### src/rtl/ebalu_pkg.sv
// ----------------------------------------------------------------------------
// ebalu_pkg
// Shared operation codes, flag positions and transaction types of the
// eight-bit ALU with flags.
// ----------------------------------------------------------------------------
package ebalu_pkg;

  localparam int unsigned FlagZ = 3;
  localparam int unsigned FlagN = 2;
  localparam int unsigned FlagH = 1;
  localparam int unsigned FlagC = 0;

  typedef enum logic [4:0] {
    OP_ADD    = 5'd0,
    OP_ADC    = 5'd1,
    OP_SUB    = 5'd2,
    OP_SBC    = 5'd3,
    OP_AND    = 5'd4,
    OP_XOR    = 5'd5,
    OP_OR     = 5'd6,
    OP_CP     = 5'd7,
    OP_INC    = 5'd8,
    OP_DEC    = 5'd9,
    OP_RLC    = 5'd10,
    OP_RRC    = 5'd11,
    OP_RL     = 5'd12,
    OP_RR     = 5'd13,
    OP_SLA    = 5'd14,
    OP_SRA    = 5'd15,
    OP_SRL    = 5'd16,
    OP_SWAP   = 5'd17,
    OP_BIT    = 5'd18,
    OP_SET    = 5'd19,
    OP_RES    = 5'd20,
    OP_RLCA   = 5'd21,
    OP_RRCA   = 5'd22,
    OP_RLA    = 5'd23,
    OP_RRA    = 5'd24,
    OP_CPL    = 5'd25,
    OP_CCF    = 5'd26,
    OP_SCF    = 5'd27,
    OP_HL_ADD = 5'd28,
    OP_SP_ADD = 5'd29,
    OP_LD_A   = 5'd30
  } op_e;

  typedef struct packed {
    logic [4:0]        operation;
    logic [7:0]        operand;
    logic [2:0]        bit_index;
    logic [15:0]       wide_base;
    logic [15:0]       wide_operand;
    logic signed [7:0] offset;
  } in_item_t;

  typedef struct packed {
    logic [7:0]  result_byte;
    logic [15:0] result_wide;
    logic [3:0]  flags;
    logic [7:0]  accumulator_value;
  } out_item_t;

  typedef struct packed {
    logic [7:0] acc_next;
    logic [3:0] flags_next;
    out_item_t  item;
  } exec_res_t;

endpackage

### src/rtl/ebalu_if.sv
// ----------------------------------------------------------------------------
// ebalu_in_if / ebalu_out_if
// Valid/ready channels for operation and result transactions.
// ----------------------------------------------------------------------------
interface ebalu_in_if;
  logic              valid;
  logic              ready;
  logic [4:0]        operation;
  logic [7:0]        operand;
  logic [2:0]        bit_index;
  logic [15:0]       wide_base;
  logic [15:0]       wide_operand;
  logic signed [7:0] offset;

  modport source (
    output valid, operation, operand, bit_index, wide_base, wide_operand, offset,
    input  ready
  );
  modport sink (
    input  valid, operation, operand, bit_index, wide_base, wide_operand, offset,
    output ready
  );
endinterface

interface ebalu_out_if;
  logic        valid;
  logic        ready;
  logic [7:0]  result_byte;
  logic [15:0] result_wide;
  logic [3:0]  flags;
  logic [7:0]  accumulator_value;

  modport source (
    output valid, result_byte, result_wide, flags, accumulator_value,
    input  ready
  );
  modport sink (
    input  valid, result_byte, result_wide, flags, accumulator_value,
    output ready
  );
endinterface

### src/rtl/ebalu_exec.sv
// ----------------------------------------------------------------------------
// ebalu_exec
// Single-pass execute logic: computes the result, the next accumulator and
// the next flags of one operation from the registered transaction.
// ----------------------------------------------------------------------------
module ebalu_exec (
  input  ebalu_pkg::in_item_t  item_i,
  input  logic [7:0]           acc_i,
  input  logic [3:0]           flags_i,
  output ebalu_pkg::exec_res_t res_o
);

  logic [7:0]  a;
  logic [7:0]  v;
  logic [7:0]  x;
  logic [7:0]  offs;
  logic        cin;
  logic        zf;
  logic        t;
  logic [8:0]  sum9;
  logic [4:0]  hsum;
  logic [8:0]  dif9;
  logic [4:0]  hdif;
  logic [16:0] sum17;
  logic [12:0] hsum13;
  logic [15:0] ext;
  logic [15:0] sp_sum;
  logic [4:0]  sp_h;
  logic [8:0]  sp_c;
  logic [7:0]  r;
  logic [15:0] wide;
  logic [3:0]  f;
  logic        has_byte;
  logic        write_a;

  assign a    = acc_i;
  assign v    = item_i.operand;
  assign offs = $unsigned(item_i.offset);
  assign cin  = flags_i[ebalu_pkg::FlagC];
  assign zf   = flags_i[ebalu_pkg::FlagZ];
  assign t    = ((item_i.operation == ebalu_pkg::OP_ADC) ||
                 (item_i.operation == ebalu_pkg::OP_SBC)) ? cin : 1'b0;
  assign x    = (item_i.operation >= ebalu_pkg::OP_RLCA) ? a : v;

  assign sum9   = {1'b0, a} + {1'b0, v} + {8'd0, t};
  assign hsum   = {1'b0, a[3:0]} + {1'b0, v[3:0]} + {4'd0, t};
  assign dif9   = {1'b0, a} - {1'b0, v} - {8'd0, t};
  assign hdif   = {1'b0, a[3:0]} - {1'b0, v[3:0]} - {4'd0, t};
  assign sum17  = {1'b0, item_i.wide_base} + {1'b0, item_i.wide_operand};
  assign hsum13 = {1'b0, item_i.wide_base[11:0]} + {1'b0, item_i.wide_operand[11:0]};
  assign ext    = {{8{offs[7]}}, offs};
  assign sp_sum = item_i.wide_base + ext;
  assign sp_h   = {1'b0, item_i.wide_base[3:0]} + {1'b0, offs[3:0]};
  assign sp_c   = {1'b0, item_i.wide_base[7:0]} + {1'b0, offs};

  always_comb begin
    r        = 8'd0;
    wide     = 16'd0;
    f        = flags_i;
    has_byte = 1'b1;
    write_a  = 1'b0;
    case (item_i.operation)
      ebalu_pkg::OP_ADD, ebalu_pkg::OP_ADC: begin
        r       = sum9[7:0];
        f       = {r == 8'd0, 1'b0, hsum[4], sum9[8]};
        write_a = 1'b1;
      end
      ebalu_pkg::OP_SUB, ebalu_pkg::OP_SBC: begin
        r       = dif9[7:0];
        f       = {r == 8'd0, 1'b1, hdif[4], dif9[8]};
        write_a = 1'b1;
      end
      ebalu_pkg::OP_CP: begin
        f        = {dif9[7:0] == 8'd0, 1'b1, hdif[4], dif9[8]};
        has_byte = 1'b0;
      end
      ebalu_pkg::OP_AND: begin
        r       = a & v;
        f       = {r == 8'd0, 3'b010};
        write_a = 1'b1;
      end
      ebalu_pkg::OP_XOR: begin
        r       = a ^ v;
        f       = {r == 8'd0, 3'b000};
        write_a = 1'b1;
      end
      ebalu_pkg::OP_OR: begin
        r       = a | v;
        f       = {r == 8'd0, 3'b000};
        write_a = 1'b1;
      end
      ebalu_pkg::OP_INC: begin
        r = v + 8'd1;
        f = {r == 8'd0, 1'b0, r[3:0] == 4'h0, cin};
      end
      ebalu_pkg::OP_DEC: begin
        r = v - 8'd1;
        f = {r == 8'd0, 1'b1, r[3:0] == 4'hF, cin};
      end
      ebalu_pkg::OP_RLC: begin
        r = {x[6:0], x[7]};
        f = {r == 8'd0, 2'b00, x[7]};
      end
      ebalu_pkg::OP_RRC: begin
        r = {x[0], x[7:1]};
        f = {r == 8'd0, 2'b00, x[0]};
      end
      ebalu_pkg::OP_RL: begin
        r = {x[6:0], cin};
        f = {r == 8'd0, 2'b00, x[7]};
      end
      ebalu_pkg::OP_RR: begin
        r = {cin, x[7:1]};
        f = {r == 8'd0, 2'b00, x[0]};
      end
      ebalu_pkg::OP_SLA: begin
        r = {x[6:0], 1'b0};
        f = {r == 8'd0, 2'b00, x[7]};
      end
      ebalu_pkg::OP_SRA: begin
        r = {x[7], x[7:1]};
        f = {r == 8'd0, 2'b00, x[0]};
      end
      ebalu_pkg::OP_SRL: begin
        r = {1'b0, x[7:1]};
        f = {r == 8'd0, 2'b00, x[0]};
      end
      ebalu_pkg::OP_SWAP: begin
        r = {v[3:0], v[7:4]};
        f = {r == 8'd0, 3'b000};
      end
      ebalu_pkg::OP_BIT: begin
        f        = {~v[item_i.bit_index], 2'b01, cin};
        has_byte = 1'b0;
      end
      ebalu_pkg::OP_SET: r = v | (8'd1 << item_i.bit_index);
      ebalu_pkg::OP_RES: r = v & ~(8'd1 << item_i.bit_index);
      ebalu_pkg::OP_RLCA: begin
        r       = {x[6:0], x[7]};
        f       = {3'b000, x[7]};
        write_a = 1'b1;
      end
      ebalu_pkg::OP_RRCA: begin
        r       = {x[0], x[7:1]};
        f       = {3'b000, x[0]};
        write_a = 1'b1;
      end
      ebalu_pkg::OP_RLA: begin
        r       = {x[6:0], cin};
        f       = {3'b000, x[7]};
        write_a = 1'b1;
      end
      ebalu_pkg::OP_RRA: begin
        r       = {cin, x[7:1]};
        f       = {3'b000, x[0]};
        write_a = 1'b1;
      end
      ebalu_pkg::OP_CPL: begin
        r       = ~a;
        f       = {zf, 2'b11, cin};
        write_a = 1'b1;
      end
      ebalu_pkg::OP_CCF: begin
        f        = {zf, 2'b00, ~cin};
        has_byte = 1'b0;
      end
      ebalu_pkg::OP_SCF: begin
        f        = {zf, 3'b001};
        has_byte = 1'b0;
      end
      ebalu_pkg::OP_HL_ADD: begin
        wide     = sum17[15:0];
        f        = {zf, 1'b0, hsum13[12], sum17[16]};
        has_byte = 1'b0;
      end
      ebalu_pkg::OP_SP_ADD: begin
        wide     = sp_sum;
        f        = {2'b00, sp_h[4], sp_c[8]};
        has_byte = 1'b0;
      end
      ebalu_pkg::OP_LD_A: begin
        r       = v;
        write_a = 1'b1;
      end
      default: has_byte = 1'b0;
    endcase
  end

  always_comb begin
    res_o.acc_next                = write_a ? r : a;
    res_o.flags_next              = f;
    res_o.item.result_byte        = has_byte ? r : res_o.acc_next;
    res_o.item.result_wide        = wide;
    res_o.item.flags              = f;
    res_o.item.accumulator_value  = res_o.acc_next;
  end

endmodule

### src/rtl/eight_bit_alu_with_flags_unit.sv
// ----------------------------------------------------------------------------
// eight_bit_alu_with_flags_unit
// Accumulator and Z/N/H/C flags of an 8-bit CPU with its execute unit.
//
// Usage:
// - in_i carries one operation per transaction (operation code, operand,
//   bit index, 16-bit base and operand, signed SP offset).
// - out_o returns exactly one result transaction per operation: result
//   byte, 16-bit result, flags and the accumulator after the operation.
// - An accepted operation passes through the input register, where it is
//   executed, and then the result register before it is valid on out_o;
//   the result register takes it only while out_o is free.
// - Throughput is one transaction per cycle while out_o is not stalled;
//   the accumulator and flags are written as an operation leaves the
//   input register, so the next one sees them without a bubble.
// - A stalled out_o holds its result; the input register then still takes
//   one more transaction, and in_i.ready drops only when both are full.
// - Reset clears the accumulator, the flags and both valid bits.
// ----------------------------------------------------------------------------
module eight_bit_alu_with_flags_unit (
  input  logic         clk_i,
  input  logic         rst_ni,
  ebalu_in_if.sink     in_i,
  ebalu_out_if.source  out_o
);

  logic                  s1_valid_q;
  ebalu_pkg::in_item_t   s1_q;
  logic                  out_valid_q;
  ebalu_pkg::out_item_t  out_q;
  logic [7:0]            acc_q;
  logic [3:0]            flags_q;
  logic                  out_free;
  logic                  s1_adv;
  logic                  in_take;
  ebalu_pkg::in_item_t   in_item;
  ebalu_pkg::exec_res_t  exec_res;

  assign out_free = !out_valid_q || out_o.ready;
  assign s1_adv   = s1_valid_q && out_free;
  assign in_i.ready = !s1_valid_q || out_free;
  assign in_take  = in_i.valid && in_i.ready;

  always_comb begin
    in_item.operation    = in_i.operation;
    in_item.operand      = in_i.operand;
    in_item.bit_index    = in_i.bit_index;
    in_item.wide_base    = in_i.wide_base;
    in_item.wide_operand = in_i.wide_operand;
    in_item.offset       = in_i.offset;
  end

  ebalu_exec u_exec (
    .item_i  (s1_q),
    .acc_i   (acc_q),
    .flags_i (flags_q),
    .res_o   (exec_res)
  );

  always_ff @(posedge clk_i or negedge rst_ni) begin
    if (!rst_ni) begin
      s1_valid_q  <= 1'b0;
      out_valid_q <= 1'b0;
      acc_q       <= 8'd0;
      flags_q     <= 4'd0;
    end else begin
      if (in_i.ready) begin
        s1_valid_q <= in_i.valid;
      end
      if (out_free) begin
        out_valid_q <= s1_valid_q;
      end
      if (s1_adv) begin
        acc_q   <= exec_res.acc_next;
        flags_q <= exec_res.flags_next;
      end
    end
  end

  always_ff @(posedge clk_i) begin
    if (in_take) begin
      s1_q <= in_item;
    end
    if (s1_adv) begin
      out_q <= exec_res.item;
    end
  end

  assign out_o.valid             = out_valid_q;
  assign out_o.result_byte       = out_q.result_byte;
  assign out_o.result_wide       = out_q.result_wide;
  assign out_o.flags             = out_q.flags;
  assign out_o.accumulator_value = out_q.accumulator_value;

  a_acc_matches: assert property (@(posedge clk_i) disable iff (!rst_ni)
    s1_adv |=> (out_q.accumulator_value == acc_q))
    else $error("result accumulator differs from held accumulator");

  a_flags_match: assert property (@(posedge clk_i) disable iff (!rst_ni)
    s1_adv |=> (out_q.flags == flags_q))
    else $error("result flags differ from held flags");

  a_state_hold: assert property (@(posedge clk_i) disable iff (!rst_ni)
    !s1_adv |=> ($stable(acc_q) && $stable(flags_q)))
    else $error("state changed without an operation leaving the input register");

  a_ready_full: assert property (@(posedge clk_i) disable iff (!rst_ni)
    !in_i.ready |-> (s1_valid_q && out_valid_q))
    else $error("input stalled with a free register");

  a_wide_zero: assert property (@(posedge clk_i) disable iff (!rst_ni)
    (s1_adv && (s1_q.operation != ebalu_pkg::OP_HL_ADD) &&
     (s1_q.operation != ebalu_pkg::OP_SP_ADD)) |=> (out_q.result_wide == 16'd0))
    else $error("16-bit result set by an 8-bit operation");

endmodule

### src/flat_wrapper.sv
// flat-port wrapper written by rule: the top's interface ports become plain ports
module eight_bit_alu_with_flags_unit_flat 
  (clk_i, rst_ni, in_i_valid, in_i_operation, in_i_operand, in_i_bit_index, in_i_wide_base, in_i_wide_operand, in_i_offset, in_i_ready, out_o_valid, out_o_result_byte, out_o_result_wide, out_o_flags, out_o_accumulator_value, out_o_ready);
  ebalu_in_if in_i_i ();
  ebalu_out_if out_o_i ();
  input  logic clk_i;
  input  logic rst_ni;
  input wire logic [$bits(in_i_i.valid)-1:0] in_i_valid;
  input wire logic [$bits(in_i_i.operation)-1:0] in_i_operation;
  input wire logic [$bits(in_i_i.operand)-1:0] in_i_operand;
  input wire logic [$bits(in_i_i.bit_index)-1:0] in_i_bit_index;
  input wire logic [$bits(in_i_i.wide_base)-1:0] in_i_wide_base;
  input wire logic [$bits(in_i_i.wide_operand)-1:0] in_i_wide_operand;
  input wire logic [$bits(in_i_i.offset)-1:0] in_i_offset;
  output wire logic [$bits(in_i_i.ready)-1:0] in_i_ready;
  output wire logic [$bits(out_o_i.valid)-1:0] out_o_valid;
  output wire logic [$bits(out_o_i.result_byte)-1:0] out_o_result_byte;
  output wire logic [$bits(out_o_i.result_wide)-1:0] out_o_result_wide;
  output wire logic [$bits(out_o_i.flags)-1:0] out_o_flags;
  output wire logic [$bits(out_o_i.accumulator_value)-1:0] out_o_accumulator_value;
  input wire logic [$bits(out_o_i.ready)-1:0] out_o_ready;
  assign in_i_i.valid = in_i_valid;
  assign in_i_i.operation = in_i_operation;
  assign in_i_i.operand = in_i_operand;
  assign in_i_i.bit_index = in_i_bit_index;
  assign in_i_i.wide_base = in_i_wide_base;
  assign in_i_i.wide_operand = in_i_wide_operand;
  assign in_i_i.offset = in_i_offset;
  assign in_i_ready = in_i_i.ready;
  assign out_o_valid = out_o_i.valid;
  assign out_o_result_byte = out_o_i.result_byte;
  assign out_o_result_wide = out_o_i.result_wide;
  assign out_o_flags = out_o_i.flags;
  assign out_o_accumulator_value = out_o_i.accumulator_value;
  assign out_o_i.ready = out_o_ready;
  eight_bit_alu_with_flags_unit u_core (.clk_i(clk_i), .rst_ni(rst_ni), .in_i(in_i_i), .out_o(out_o_i));
endmodule
### config.mk
export PLATFORM = sky130hd
export DESIGN_NAME = eight_bit_alu_with_flags_unit_flat
export DESIGN_NICKNAME = d
export VERILOG_FILES = /design/src/rtl/ebalu_pkg.sv /design/src/rtl/ebalu_if.sv /design/src/rtl/ebalu_exec.sv /design/src/rtl/eight_bit_alu_with_flags_unit.sv /design/src/flat_wrapper.sv
export SDC_FILE = /design/constraint.sdc
export NUM_CORES = 1
export LEC_CHECK = 0
export BUFFER_PORTS_ARGS = -buffer_cell sky130_fd_sc_hd__buf_2
export CAP_MARGIN = 20
export CORE_MARGIN = 2
export CORE_UTILIZATION = 40
export DETAILED_ROUTE_END_ITERATION = 7
export PLACE_DENSITY_LB_ADDON = 0.1
export SYNTH_ARGS = -nofsm -noshare
export SYNTH_HDL_FRONTEND = slang
export SYNTH_HIERARCHICAL = 1
export SYNTH_SLANG_ARGS = --single-unit
export TNS_END_PERCENT = 5
### constraint.sdc
create_clock -name clk_i -period 4.7 [get_ports clk_i]
set_clock_uncertainty 0.1 [all_clocks]
set_input_delay 0.235 -clock clk_i [delete_from_list [all_inputs] [get_ports clk_i]]
set_output_delay 0.235 -clock clk_i [all_outputs]
set_load 0.005 [all_outputs]
# Yosys cells after proc, flatten, opt, wreduce, memory -nomap -nowiden

Cells that the tools add are included.

Reduce and logical (&&, ||, !) cells: 35
Shifts and indexed selects: 1
Eq/ne operators: 31
Magnitude comparators: 2
Multiplexer cells: 11
Bitwise operators: 9
Add/subtract/negate cells: 15

Operators with widths:

| kind               | count |
|---|---|
| $pmux 8 s19        | 1 |
| $logic_not 8->1    | 13 |
| $pmux 4 s23        | 1 |
| $eq 5x5->1 const B | 15 |
| $eq 5x4->1 const B | 8 |
| $pmux 16 s2        | 1 |
| $reduce_or 25->1   | 1 |
| $mux 8             | 3 |
| $eq 5x3->1 const B | 4 |
| $add 8x8->9        | 2 |
| $add 16x16->17     | 1 |
| $add 16x16->16     | 1 |
| $and 8x8->8        | 2 |
| $not 8->8          | 2 |
| $or 8x8->8         | 2 |
| $reduce_or 2->1    | 8 |
| $logic_not 7->1    | 2 |
| $add 12x12->13     | 1 |
| $reduce_or 13->1   | 1 |
| $add 4x4->5        | 2 |
| $eq 5x2->1 const B | 2 |
| $add 9x1->9        | 1 |
| $sub 8x8->9        | 1 |
| $sub 9x1->9        | 1 |
| 20 further kinds   | 28 |

Register bits: 106
Output and inout bits: 38
Input bits: 60

# Depth between registers and ports, before layout

Word-level depth: 7
Mapped depth: 18
Mapped depth without buffers: 14

# Hierarchy

The synthesis kept the hierarchy.

Modules (own cells, without submodules):

| module                        | times used | cells an instance | area an instance (sq um) |
|---|---|---|---|
| ebalu_exec                    | 1          | 703               | 5046.1 |
| eight_bit_alu_with_flags_unit | 1          | 126               | 3358.2 |

# Worst setup path before layout

Ideal clock, no wire load.

Kind: register to register
Start point: register u_core/s1_q[51] in the netlist's numbering
End point: register u_core.acc_q[6]
Clock period less this slack: 4117 ps
Cell stages (with the launch flop): 17
Setup slack: 583 ps
Arrival time: 3891 ps
Path through: edfxtp_1 > buf_6 > buf_4 > clkbuf_1 > clkbuf_1 > nand3_1 > fa_1 > fa_1 > o21ai_0 > a211oi_1 > xor2_1 > and2_1 > a2111oi_0 > o211ai_1 > mux2_2 > buf_4 > mux2_4

RTL lines:

| element                | RTL line                            | text |
|---|---|---|
| start, declared        | eight_bit_alu_with_flags_unit.sv:28 | `ebalu_pkg::in_item_t s1_q;` |
| start signal, assigned | eight_bit_alu_with_flags_unit.sv:82 | `s1_q <= in_item;` |
| end signal, assigned   | eight_bit_alu_with_flags_unit.sv:74 | `acc_q <= exec_res.acc_next;` |
| end, declared          | eight_bit_alu_with_flags_unit.sv:31 | `logic [7:0] acc_q;` |

==> reports/qor.txt <==
Outcome -> finished, final reports clean
Worst-path cell chain -> nor3_1 -> buf_4 -> nand3_1 -> fa_1 -> fa_1 -> o21ai_0 -> a211oi_1 -> xor2_1 -> and2_1 -> a2111oi_0 -> o211ai_1 -> mux2_2 -> mux2_4
Height of the chip -> 149 µm
WHS -> 0.0858 ns
Buffers on Ports -> 97
Worst setup EP type -> flip-flop
CTS sink count -> 106
Most used cell, CP -> fa_1
Final setup violation count -> 0
# IOs -> 98
Vias in the first global route -> 7150
Measured slew at the worst slew-check pin -> 0.935 ns
Final hold vios -> 0
Worst path bufs/invs -> 1
Total Power -> 3.74 mW
Dpl cells -> 1168
Leak pwr -> 4.07 nW
Final period utilization -> 80.9%
PnR worst setup slack -> 0.897 ns
Power density cells -> 377 nW/µm²
Sequential share of power -> 35.4%
Worst VDD drop -> 212 µV
First-pass GRT wire length -> 39700 µm
Synth unique cells -> 92
CP required -> 4.85 ns
Kind of cell adding the most delay to the critical path -> adder cells
Ys flop type -> edfxtp_1
H-tree levels -> 3
Clock transition at path regs -> 0.08 ns
Max Cap Viol -> 0
Drt pass-1 iters -> 5
Clock Path Buffers -> 2
CTS root buf -> clkbuf_16
Post-Synthesis Net Count -> 961
Die area -> 22200 µm²
Ys Warns -> 6
Final instance area -> 9910 µm²
Final net count -> 1094
Setup TNS Final -> 0 ns
Mapped Area -> 8400 µm²
Starting DRT DRC Count -> 646
Placed cell areas -> 9040 µm²
WL final -> 25900 µm
Worst path max stage delay -> 0.45 ns
Slowest-stage cell, CP -> fa_1
HP Class -> input port to flip-flop
Largest net degree at the start of global routing -> 48
Post-layout util -> 47.6%
Fin. max-slew vios -> 0
Worst relative slew slack -> 37.2%
Drt wl/cell -> 20.8 µm
Syn avg cell area -> 10.1 µm²
Seq/Total Area, Yosys -> 37.0%
Net Sw Frac -> 39.3%
Drc violations -> 0
DP Wirelength -> 19200 µm
Min Tclk post-route -> 3.80 ns
P_sw -> 1.47 mW
Place WS -> 0.954 ns
RSZ-0062 raised after global routing -> false
FFs w/ async S/R, synth -> 13.2%
Int Pwr -> 2.27 mW
GPL Wtd Cong -> 0.984
Largest fanout on the critical path -> 6
Startpoint class of the critical path -> flip-flop
Synth Instances -> 829
Post-CTS resize count -> 0
Flops & latches, synth -> 106
Clock Power Share -> 20.7%
Die Span X -> 149 µm
R2R depth -> 13
Layout area overhead -> 17.9%
Max Freq -> 263 MHz
CTS Buf Count -> 9
Via count -> 7240
Gr ovfl total -> 0
Critical path depth in cells -> 13
Initial Utilization -> 40.4%
Worst EP arrival -> 3.95 ns
Core Box Area -> 20800 µm²
Row count -> 53
Post-route ant nets -> 0
Initial antenna violation count -> 0
Setup CP Type -> flip-flop to flip-flop
# Post-CTS Setup Buffers -> 0
Combinational share of power -> 43.9%
CTS tree -> built
Cell Count, Final, Fillers Out -> 1242
Skew-Pair Late Insertion Delay -> 0.36 ns
Fillers -> 1981
Overall Global Routing Usage -> 23.4%
Number of diodes -> 0
Post-DR vias/cell -> 5.83
Hold Path Depth -> 3
Fraction of layout cells with a size suffix above 1 -> 18.8%
EDFF count, synth -> 92
==> cell usage after synthesis, drive strengths merged (5+ instances only) <==
cell type / instances / area, µm²
a2111oi: 6 / 77.6
o21ai: 33 / 173
and3: 6 / 42.5
edfxtp: 92 / 2760
o2111ai: 7 / 61.3
o211ai: 10 / 75.1
a31oi: 9 / 56.3
nor3b: 10 / 85.1
nand4: 12 / 75.1
mux2i: 15 / 166
nand2: 52 / 203
clkbuf: 14 / 52.6
nand3: 15 / 75.1
or4: 6 / 45.0
nor2b: 12 / 75.1
nor4: 11 / 68.8
a22oi: 6 / 50.1
xor2: 20 / 175
a21o: 25 / 188
xnor2: 26 / 228
ha: 66 / 826
fa: 6 / 120
a32oi: 6 / 52.6
nand2b: 11 / 76.3
a211oi: 14 / 123
mux2: 21 / 270
o21a: 9 / 67.6
o22ai: 18 / 113
dfrtp: 14 / 350
nor3: 23 / 125
nor2: 66 / 264
buf: 38 / 289
inv: 36 / 135
a21oi: 43 / 215
and2: 5 / 31.3
==> registers in the layout, summed over array words and instances, names as in the netlist <==
name                            count
u_core/out_o.valid                  1
u_core/flags_q                      4
u_core/acc_q                        8
u_core/out_o.flags                  4
u_core/s1_valid_q                   1
u_core/s1_q                        56
u_core/out_o.accumulator_value      8
u_core/out_o.result_wide           16
u_core/out_o.result_byte            8
==> cells by family (layout without fill, tap and decap cells) <==
group | after synthesis | after routing | synth area share [%]
adders and majority gates | 72 | 72 | 11.3
xor gates and xnor gates | 46 | 46 | 4.79
DFF | 106 | 106 | 37.0
muxes | 38 | 38 | 5.73
and+or+nand+nor | 248 | 248 | 15.7
buffers and inverters | 88 | 226 | 5.67
AOI/OAI and AO/OA | 231 | 231 | 19.8
==> layout by cell type (no fill, tap or decap), types with 9 or more instances in the layout <==
master / count
ha_1: 66
mux2_2: 12
a211oi_1: 12
edfxtp_1: 92
mux2i_1: 13
xor2_1: 20
o22ai_1: 18
nor2b_1: 12
nor2_1: 65
nand3_1: 15
nand4_1: 12
nor4_1: 11
xnor2_1: 26
o21ai_0: 28
o211ai_1: 10
dlygate4sd3_1: 58
clkbuf_16: 9
o21a_1: 9
nand2_1: 51
a21o_1: 25
nand2b_1: 10
nor3_1: 21
a21oi_1: 43
mux2_4: 9
buf_4: 19
inv_1: 35
a31oi_1: 9
buf_2: 97
dfrtp_1: 14
==> routing by layer <==
| metal | vias up | routed length [µm] | GRT usage, % | share of wire [%] |
|---|---|---|---|---|
| met5 | - | 0 | 0 | 0 |
| met4 | 0 | 1210 | 11.9 | 4.7 |
| met3 | 66 | 1580 | 3.43 | 6.1 |
| li1 | 3413 | - | - | - |
| met2 | 318 | 12400 | 39.4 | 48 |
| met1 | 3443 | 10700 | 29.3 | 41 |
==> tightest hold or removal path, delay by kind of cell <==
kind / cells / cell delay, ns
AND/OR/NAND/NOR: 2 / 0.19
buffers and inverters: 1 / 0.08
==> layout make-up <==
class	count	area [µm²]	area share [%]
multi-input cells	635	4820	48.6
flip-flops and latches	106	3110	31.4
repair buffers	174	1210	12.2
well taps	275	344	3.47
clock buffers	9	225	2.27
inverters	36	135	1.36
clock inverters	7	67.6	0.682
==> final timing paths <==
check / startpoint / end / slack [ns]
setup / recovery: u_core/s1_q[53] / u_core/acc_q[6] / 0.90
hold / removal: out_o_ready / u_core/s1_valid_q / 0.09
setup reg to reg: u_core/s1_q[53] / u_core/acc_q[6] / 0.90
hold reg to reg: u_core/s1_valid_q / u_core/out_o.valid / 0.45
max in group asynchronous: rst_ni / u_core/flags_q[2] / 4.02
min in group asynchronous: rst_ni / u_core/acc_q[4] / 0.21
==> what timing repair did <==
item,in CTS,in global routing
hold buffers,58,0
endpoints found under the setup margin,0,0
endpoints found under the hold margin,71,0
==> power by group through the flow <==
stage / clock (mW) / combinational [mW] / sequential, mW
3_5_place_dp: 0 / 1.58 / 1.35
2_1_floorplan: 0 / 1.20 / 1.30
3_3_place_gp: 0 / 1.60 / 1.35
5_1_grt: 0.833 / 1.79 / 1.34
4_1_cts: 0.799 / 1.63 / 1.33
6_report: 0.772 / 1.64 / 1.32
No activity file was read; power rests on OpenSTA's default activity.
